--- config.mk ---
export PLATFORM = sky130hd
export DESIGN_NAME = tspf_ram
export DESIGN_NICKNAME = d
export VERILOG_FILES = /design/src/rtl/tspf_ram.sv
export SDC_FILE = /design/constraint.sdc
export NUM_CORES = 1
export LEC_CHECK = 0
export BUFFER_PORTS_ARGS = -buffer_cell sky130_fd_sc_hd__buf_2
export CORE_AREA = 2 2 161 202
export CTS_BUF_LIST = sky130_fd_sc_hd__clkbuf_16
export DETAILED_ROUTE_END_ITERATION = 16
export DIE_AREA = 0 0 163 204
export HOLD_SLACK_MARGIN = 0.05
export PLACE_DENSITY = 0.81
export SLEW_MARGIN = 20
export SYNTH_ARGS = -nofsm -noshare
export SYNTH_HDL_FRONTEND = slang
export SYNTH_SLANG_ARGS = --single-unit
--- constraint.sdc ---
create_clock -name i_clk -period 3.5 [get_ports i_clk]
set_input_delay 0.525 -clock i_clk [delete_from_list [all_inputs] [get_ports i_clk]]
set_output_delay 0.525 -clock i_clk [all_outputs]
set_load 0.01 [all_outputs]
--- src/rtl/tspf_ram.sv ---
// Generic single write port RAM with registered read.
module tspf_ram #(
    parameter int W = 8,
    parameter int D = 64
) (
    input  logic                 i_clk,
    input  logic                 i_we,
    input  logic [$clog2(D)-1:0] i_waddr,
    input  logic [W-1:0]         i_wdata,
    input  logic [$clog2(D)-1:0] i_raddr,
    output logic [W-1:0]         o_rdata
);
    logic [W-1:0] r_mem [D];
    logic [W-1:0] r_rdata;

    always_ff @(posedge i_clk) begin
        if (i_we) begin
            r_mem[i_waddr] <= i_wdata;
        end
        r_rdata <= r_mem[i_raddr];
    end

    assign o_rdata = r_rdata;
endmodule

==> reports/metrics.yaml <==
rsz0062_at_grt: "no"
fp.dieArea_sq_um: 33300
diodes: 0
max_stage_delay_ns: 0.53
endpoint_kind: "flip-flop"
cp_data_required_time_ns: 3.92
synth_area_sq_um: 20200
worstReg2RegStart: "r_mem[29][6]"
cts_made_buffers: 45
cts_tree: "built"
area_growth_pct: 11.4
grt_overflow: 0
peakVddDrop_uv: 360
io_pins: 30
power_density_nw_per_um2: 555
antenna_found_initial: 2
path_class: "in2reg"
finalWirelength_microns: 44400
fp.dieH_microns: 204
met1Wirelength_microns: 15800
syn_inst: 940
grt_pass1_vias: 10100
status: "finished clean"
hold_buffers: 0
cp_cell_sequence: "clkbuf_8, buf_12, mux4_2, mux2_2, o221a_2, nor3_1, o32ai_1"
drt_iter0_drc: 1178
hold_viol_final: 0
portBuffers: 29
relSlewSlack_pct: 25.4
max_slew.worst_pin.slew_ns: 1.12
arrival_ns: 2.89
hp-class: "in2reg"
firstDrtPassIters: 5
top_layer: "met5"
grt_pass1_wl_microns: 66400
cts_setup_buffers: 0
startpoint: "i_raddr[0]"
initial_core_util_pct: 64.0
cts_sinks: 520
path_clk_slew_ns: 0.06
vias: 10000
start_kind: "input pin"
ys_ff_latch: 520
die_w_microns: 163
ctsResizeCount: 0
dp_hpwl_microns: 26300
drv_slew: 0
crit_end: "o_rdata[6]"
period_needed_ns: 2.47
postRouteAntennaNets: 0
fmax_mhz: 405
reg2regPathDepth: 5
yosysWarningCount: 0
drive_gt1_share_pct: 27.4
maxCapViolCount: 0
dr_wl_met2_microns: 22500
fin_crit_sh_pct: 70.6
cts_root_buf: "clkbuf_16"
htreeDepth: 2
setup_viol: 0
synthDistinctLibCells: 40
clk-insertion-delay-late_ns: 0.55
leakage_nw: 7.12
syn_nets: 962
rows: 73
fin_skew_ns: 0.0213
r2r_slack_ns: 1.37
ys_seq_area_share_pct: 77.0
core_area_sq_um: 31500
reg2reg_to: "o_rdata[6]"
drc: 0
crit_slowest_cell: "mux4_2"
wl_met3_microns: 4430
routedWlPerCell_microns: 30.3
grt_max_degree: 65
fin_area_sq_um: 22500
gr-usage-all-layers_pct: 27.9
placed_cell_area_sq_um: 21000
vias_per_cell: 6.87
clock_path_buffers: 3
gp_congestion: 0.828
critPathMaxFanout: 40
fin_setup_tns_ns: 0
nNetsFinal: 1041
syn_avg_cell_area_sq_um: 21.5
## logic make-up after synthesis
logic type	after synthesis	synth area share, %
flops	520	77.0
mux	162	15.9
simple gates	153	3.39
buf+inv	51	1.57
compound gates	54	2.07
## per-stage QoR
stage | cells | total power (W) | utilization [%] | worst slack [ns] | hold WS, ns
CTS | 1463 | 0.0125 | 71.2 | 1.03 | 0.371
global placement | 1383 | 0.00765 | 66.6 | 0.590 | 0.814
finish | 1463 | 0.0125 | 71.3 | 1.03 | 0.418
floorplan | 940 | 0.00741 | - | 1.31 | 0.624
global route | 1463 | 0.0127 | 71.3 | 0.983 | 0.421
detailed placement | 1384 | 0.00768 | 66.7 | 0.515 | 0.842
## worst max-delay path: cells and delay by family
family	cells	cell delay, ns
simple gates	1	0.41
compound gates	2	0.45
buf+inv	2	0.64
mux	2	0.82
## placed cells by master, fill, tap and decap left out, types with 8 or more instances in the layout
cell	instances
dfxtp_1	8
mux2_2	13
buf_4	55
clkinv_2	9
mux4_2	126
o22ai_1	8
nand2_1	19
o221ai_1	8
clkinv_1	9
nor2_1	83
nor2b_1	14
buf_2	21
nand3_1	13
edfxtp_1	512
mux2i_1	23
clkbuf_16	45
## synth_stat cells
cell type  instances  area share, %
edfxtp_1         512             76
mux4_2           126             14
nor2_1            83            1.5
mux2i_1           23            1.1
nand2_1           19           0.35
clkbuf_1          17           0.32
nor2b_1           14           0.43
buf_4             13           0.48
mux2_2            13           0.73
nand3_1           13           0.32
buf_2             11           0.27
dfxtp_1            8           0.79
o221ai_1           8           0.35
o22ai_1            8           0.25
nand2b_1           7           0.22
nor3_1             7           0.17
a221oi_1           6           0.26
a211oi_1           4           0.15
buf_1              4          0.074
buf_6              4           0.22
a21oi_1            3          0.074
a22oi_1            3           0.11
nand3b_1           3           0.11
o2111ai_1          3           0.13
o2bb2ai_1          3           0.13
a2111oi_0          2          0.087
buf_12             2           0.20
nand4_1            2          0.062
nor4_1             2          0.062
o21a_1             2          0.074
o21ai_0            2          0.050
o21ai_1            2          0.050
o221a_2            2           0.11
o32ai_1            2          0.087
o41ai_1            2          0.087
a31oi_1            1          0.031
and2_1             1          0.031
nand4b_1           1          0.043
o311ai_1           1          0.043
or3_1              1          0.031
## sequential cells by signal (all words and copies together) (netlist names)
name and cells:
r_mem 512, o_rdata 8
## worst min-delay path by stage
| stage | start | end | slack [ns] | cells after the start |
|---|---|---|---|---|
| after floorplan | i_wdata[0] | r_mem[0][0] | 0.62 | 0 |
| after global placement | r_mem[31][4] | o_rdata[4] | 0.81 | 3 |
| after detailed placement | r_mem[30][4] | o_rdata[4] | 0.84 | 3 |
| after CTS | i_raddr[5] | o_rdata[2] | 0.37 | 3 |
| after global routing | i_raddr[5] | o_rdata[2] | 0.42 | 3 |
| final | i_raddr[5] | o_rdata[2] | 0.42 | 3 |
## routing by layer
| metal | GRT usage (%) | up-vias |
|---|---|---|
| li1 | - | 4074 |
| met1 | 38.6 | 5151 |
| met2 | 45.3 | 702 |
| met3 | 5.03 | 114 |
| met4 | 11.0 | 4 |
| met5 | 0 | - |
## final cells by class
class                      instances  area, sq um
tap                              412          515
clock buffer                      45         1130
timing repair buffer              83          652
clock inverter                    34          315
multi-input combinational        369         4320
sequential                       520        15500
fill                            1736         9050
## power by group
part	total, W	switching (W)	internal, W
Clock	0.00490	0.00212	0.00278
Combinational	0.000643	0.000395	0.000248
Sequential	0.00691	0.0000204	0.00689
(Power assumes the default switching activity.)
