==> config.mk <==
export PLATFORM = sky130hd
export DESIGN_NAME = tspf_fade_div
export DESIGN_NICKNAME = d
export VERILOG_FILES = /design/src/rtl/tspf_fade_div.sv
export SDC_FILE = /design/constraint.sdc
export NUM_CORES = 1
export LEC_CHECK = 0
export BUFFER_PORTS_ARGS = -buffer_cell sky130_fd_sc_hd__buf_2
export CAP_MARGIN = 10
export CORE_UTILIZATION = 57
export CTS_CLUSTER_DIAMETER = 50
export DETAILED_ROUTE_END_ITERATION = 8
export PLACE_DENSITY = 0.75
export REMOVE_ABC_BUFFERS = 1
export SLEW_MARGIN = 40
export SYNTH_ARGS = -nofsm -noshare
export SYNTH_HDL_FRONTEND = slang
export SYNTH_SLANG_ARGS = --single-unit
==> constraint.sdc <==
create_clock -name i_clk -period 4.4 [get_ports i_clk]
set_clock_uncertainty 0.15 [all_clocks]
set_input_delay 0 -clock i_clk [delete_from_list [all_inputs] [get_ports i_clk]]
set_output_delay 0 -clock i_clk [all_outputs]
set_load 0.02 [all_outputs]
==> src/rtl/tspf_fade_div.sv <==
// Fade scaler: colour * remaining / length, one quotient bit per cycle.
module tspf_fade_div (
    input  logic        i_clk,
    input  logic        i_rst_n,
    input  logic        i_start,
    input  logic [7:0]  i_colour,
    input  logic [15:0] i_rem,
    input  logic [15:0] i_len,
    output logic        o_done,
    output logic [7:0]  o_quot
);
    logic [23:0] r_prod;
    logic [15:0] r_acc;
    logic [7:0]  r_q;
    logic [2:0]  r_cnt;
    logic        r_busy;
    logic        r_first;
    logic        r_done;
    logic [16:0] trial;
    logic        qbit;

    // rem < len, so the product's top 16 bits are already below len
    assign trial = {r_acc, r_q[7]};
    assign qbit  = (trial >= {1'b0, i_len});

    always_ff @(posedge i_clk) begin
        if (!i_rst_n) begin
            r_busy  <= 1'b0;
            r_first <= 1'b0;
            r_done  <= 1'b0;
            r_cnt   <= '0;
        end else begin
            r_done <= 1'b0;
            if (i_start) begin
                r_busy  <= 1'b1;
                r_first <= 1'b1;
                r_cnt   <= '0;
            end else if (r_busy && r_first) begin
                r_first <= 1'b0;
            end else if (r_busy) begin
                r_cnt <= r_cnt + 3'd1;
                if (r_cnt == 3'd7) begin
                    r_busy <= 1'b0;
                    r_done <= 1'b1;
                end
            end
        end
    end

    always_ff @(posedge i_clk) begin
        if (i_start) begin
            r_prod <= 24'(i_colour) * 24'(i_rem);
        end else if (r_busy && r_first) begin
            r_acc <= r_prod[23:8];
            r_q   <= r_prod[7:0];
        end else if (r_busy) begin
            r_acc <= qbit ? 16'(trial - {1'b0, i_len}) : trial[15:0];
            r_q   <= {r_q[6:0], qbit};
        end
    end

    assign o_done = r_done;
    assign o_quot = r_q;
endmodule

==> summary by stage <==
Run status
The run finished with clean final reports.

Critical path
The worst endpoint required time is 4.29 ns. STA classifies the critical path endpoint as a register. The launching point of the worst reg2reg path is r_acc[11]. The worst path arrival time is 4.09 ns.

The critical path is of the in2reg type. The worst register-to-register path ends at r_acc[2]. The startpoint type of the worst setup path is an input port. The most critical setup path has its startpoint at i_colour[5].

The logic depth of the worst register-to-register path is 9. The maximum fanout along the worst path is 13. The capturing element of the worst setup path is r_prod[20]. For flop-to-flop paths, the worst setup slack is 1.56 ns.

Routing
In the routed design, unresolved DRC markers number 0. Before antenna repair, the detailed router went through 6 iterations. The routed length per placed instance is 13.9 um.

Summed over all layers, the routed wires come to 14100 um. The count of nets left with antenna violations once routing finished came out at 0. The detailed router's first-iteration violation count is 327. The number of vias after detailed routing is 5285. The number of vias per cell after detailed routing is 5.22.

STA
The worst max-slew margin expressed relative to the limit is 57.4%. Setup total negative slack on the finished layout was measured at 0 ns. The number of failing setup endpoints in the final timing report is 0. The max-slew violation count is 0.

The share of the cycle needed by the critical path after routing is 95.5%. Setup repair after global routing left no endpoint under its margin. The least setup slack across all paths after layout is 0.199 ns. The number of endpoints with negative hold slack in the final report is 0. The minimum clock period is 4.20 ns. For the pin with the worst max-slew slack, the measured transition is 0.638 ns.

For this run, the top clock speed supported by timing is 238 MHz.

Clocking
In this run the post-CTS setup repair buffer count came out at 0. The deepest level of the CTS H-tree is 2. The master cell of the clock root buffer is clkbuf_16. Clock-pin slew was measured on the worst setup and hold paths at 0.07 ns.

The TritonCTS clock tree is yes. Clock tree synthesis inserted a total of 5 buffers. The tree built by TritonCTS fans out to 54 sinks. For the worst-skew pair, the clock arrives at the later sink with an insertion delay of 0.29 ns. The number of buffers on the longest clock path is 2.

Flow run
Max-cap violations in this run came to 0.

Floorplanning
In this run the standard cell core region covers 0.0121 sq mm. The die covers 0.0129 sq mm. The count of pins on the block boundary is 52. From bottom edge to top edge, the die measures 114 um. The starting utilization of the core area is 58.8%.

The overall die width is 114 um. The floorplan has 40 rows.

GRT
The total overflow left after global routing is 0. The via count of the first global-routing pass was 5437. The pin count of the biggest net entering global routing is 36. The wire length of the first global-routing pass is 24500 um. The number of antenna violations at the first check in global routing came to 0. In the global route stage, overall resource usage came out at 23.4%.

Yosys
The synthesized cell area is 0.00710 sq mm. The commonest cells after synthesis are 127 x inv_1, 99 x and2_1, 85 x fa_1. The instance count of the mapped netlist is 760. The top cell type's share of synthesized area is 24.0%. The mean instance size in the synthesized netlist is 9.34 sq um.

The number of distinct standard cells referenced by the synthesized netlist is 51. In this run, synthesis inferred 48 flip-flops with an integrated enable. The number of synthesized register bits is 54.

Among all flip-flop cells after synthesis, the most frequent one is edfxtp_1. By instance count, the leading cell after synthesis is inv_1. The post-synthesis cell type with the largest combined area is fa_1. In the synthesized netlist the async set-or-reset flop fraction comes to 0%. By area the synthesized netlist is led by fa_1 24%, edfxtp_1 20%, ha_1 11%. The portion of the post-synthesis area used by sequential elements is 22.0%. The count of synthesis-stage warnings from yosys is 0.

Place
In this run the tool buffered the top-level ports with 51 buffer cells. Summed over all nets, the half-perimeter wirelength after detailed placement is 11900 um. Routability-driven placement finished with a final weighted congestion of 0.870. The pre-CTS setup slack is -0.171 ns.

Power
Dividing total power by cell area gives a power density of 462 mW/mm^2. The static power due to leakage is 3.93 nW. The worst-case vdd ir drop is 238 uV.

Final layout
Relative to the synthesized area, the layout overhead comes to 12.9%. The number of antenna diodes in the final layout is 0. The share of post-route cells with drive strength above 1 is 14.6%. The final net count is 1034.

Worst hold path
The min-delay analysis places its worst path in the category in2reg.
## power by group
part | leakage (nW) | total [mW] | internal [mW] | switching, mW
Combinational | 3.36 | 2.48 | 1.18 | 1.30
Clock | 0.0704 | 0.389 | 0.214 | 0.175
Sequential | 0.505 | 0.830 | 0.793 | 0.0366
Total | 3.93 | 3.70 | 2.19 | 1.51
## layout make-up
cell class / count / area (sq um)
inverters: 127 / 477
clock inverters: 3 / 25.0
multi-input cells: 560 / 5010
fillers: 973 / 4050
clock buffers: 5 / 125
repair buffers: 96 / 601
flip-flops and latches: 54 / 1560
well taps: 168 / 210
## critical path, cell delays in order
cell,delay [ns]
buf_2,0.22
nand2_1,0.11
fa_1,0.48
fa_1,0.56
inv_1,0.06
fa_1,0.52
inv_1,0.06
fa_1,0.54
inv_1,0.04
ha_1,0.32
a21oi_1,0.14
o21ai_1,0.11
o311ai_2,0.33
nand2_1,0.14
a21o_1,0.20
a21oi_1,0.18
xnor2_1,0.08
## how the worst min path moves through the flow
stage | startpoint | endpoint | slack (ns) | cells after the start
after floorplan | i_start | r_prod[0] | -0.04 | 0
after global placement | i_rst_n | r_first | 0.10 | 2
after detailed placement | i_rst_n | r_first | 0.11 | 2
after CTS | i_start | r_prod[3] | 0.1 | 1
after global routing | i_colour[0] | r_prod[0] | 0.11 | 2
final | i_start | r_prod[3] | 0.09 | 1
## kinds of logic after synthesis
| kind of cell | count (synthesis) | synth area share, % |
|---|---|---|
| xor+xnor | 34 | 4.20 |
| compound gates | 110 | 10.4 |
| simple gates | 254 | 18.3 |
| flops | 54 | 22.0 |
| buf+inv | 146 | 7.91 |
| mux | 15 | 2.26 |
| fa+ha+maj | 147 | 34.9 |
## repair_timing
item,CTS,global route
setup endpoints to repair,0,4
hold endpoints to repair,6,0
hold buffers,1,0
gates resized for setup,0,9
## cell usage in the layout, fill, tap and decap left out, types with 7 or more instances in the layout
cell type,count
inv_1,127
and2_1,99
fa_1,85
nand2_1,78
ha_1,61
buf_2,49
edfxtp_1,48
buf_4,44
a21oi_1,36
nor2_1,32
a21o_1,19
xnor2_1,19
xor2_1,15
mux2i_1,13
o21ai_0,10
nand3_1,9
nand2b_1,8
a211oi_1,7
## per-layer routing
layer	vias up	share of wire (%)	GRT usage [%]
li1	2625	-	-
met1	2502	45	30.4
met2	137	50	42.2
met3	21	3.1	1.97
met4	0	1.5	6.14
met5	-	0	0
## registers in the layout, summed over array words and instances (netlist names)
signal / count
r_prod: 24
o_quot: 8
r_acc: 16
r_cnt: 3
r_first: 1
r_busy: 1
o_done: 1
## per-stage QoR
stage	instance area (sq um)	instances	util, %	hold WS, ns	power, mW
after floorplan	7010	741	-	-0.0375	2.52
after global placement	7810	1004	64.8	0.100	3.20
after detailed placement	7820	1004	64.8	0.115	3.28
after CTS	7980	1013	66.2	0.0986	3.69
after global routing	8010	1013	66.4	0.112	4.07
final	8010	1013	66.4	0.0898	3.70
No activity file was read; power rests on OpenSTA's default activity.
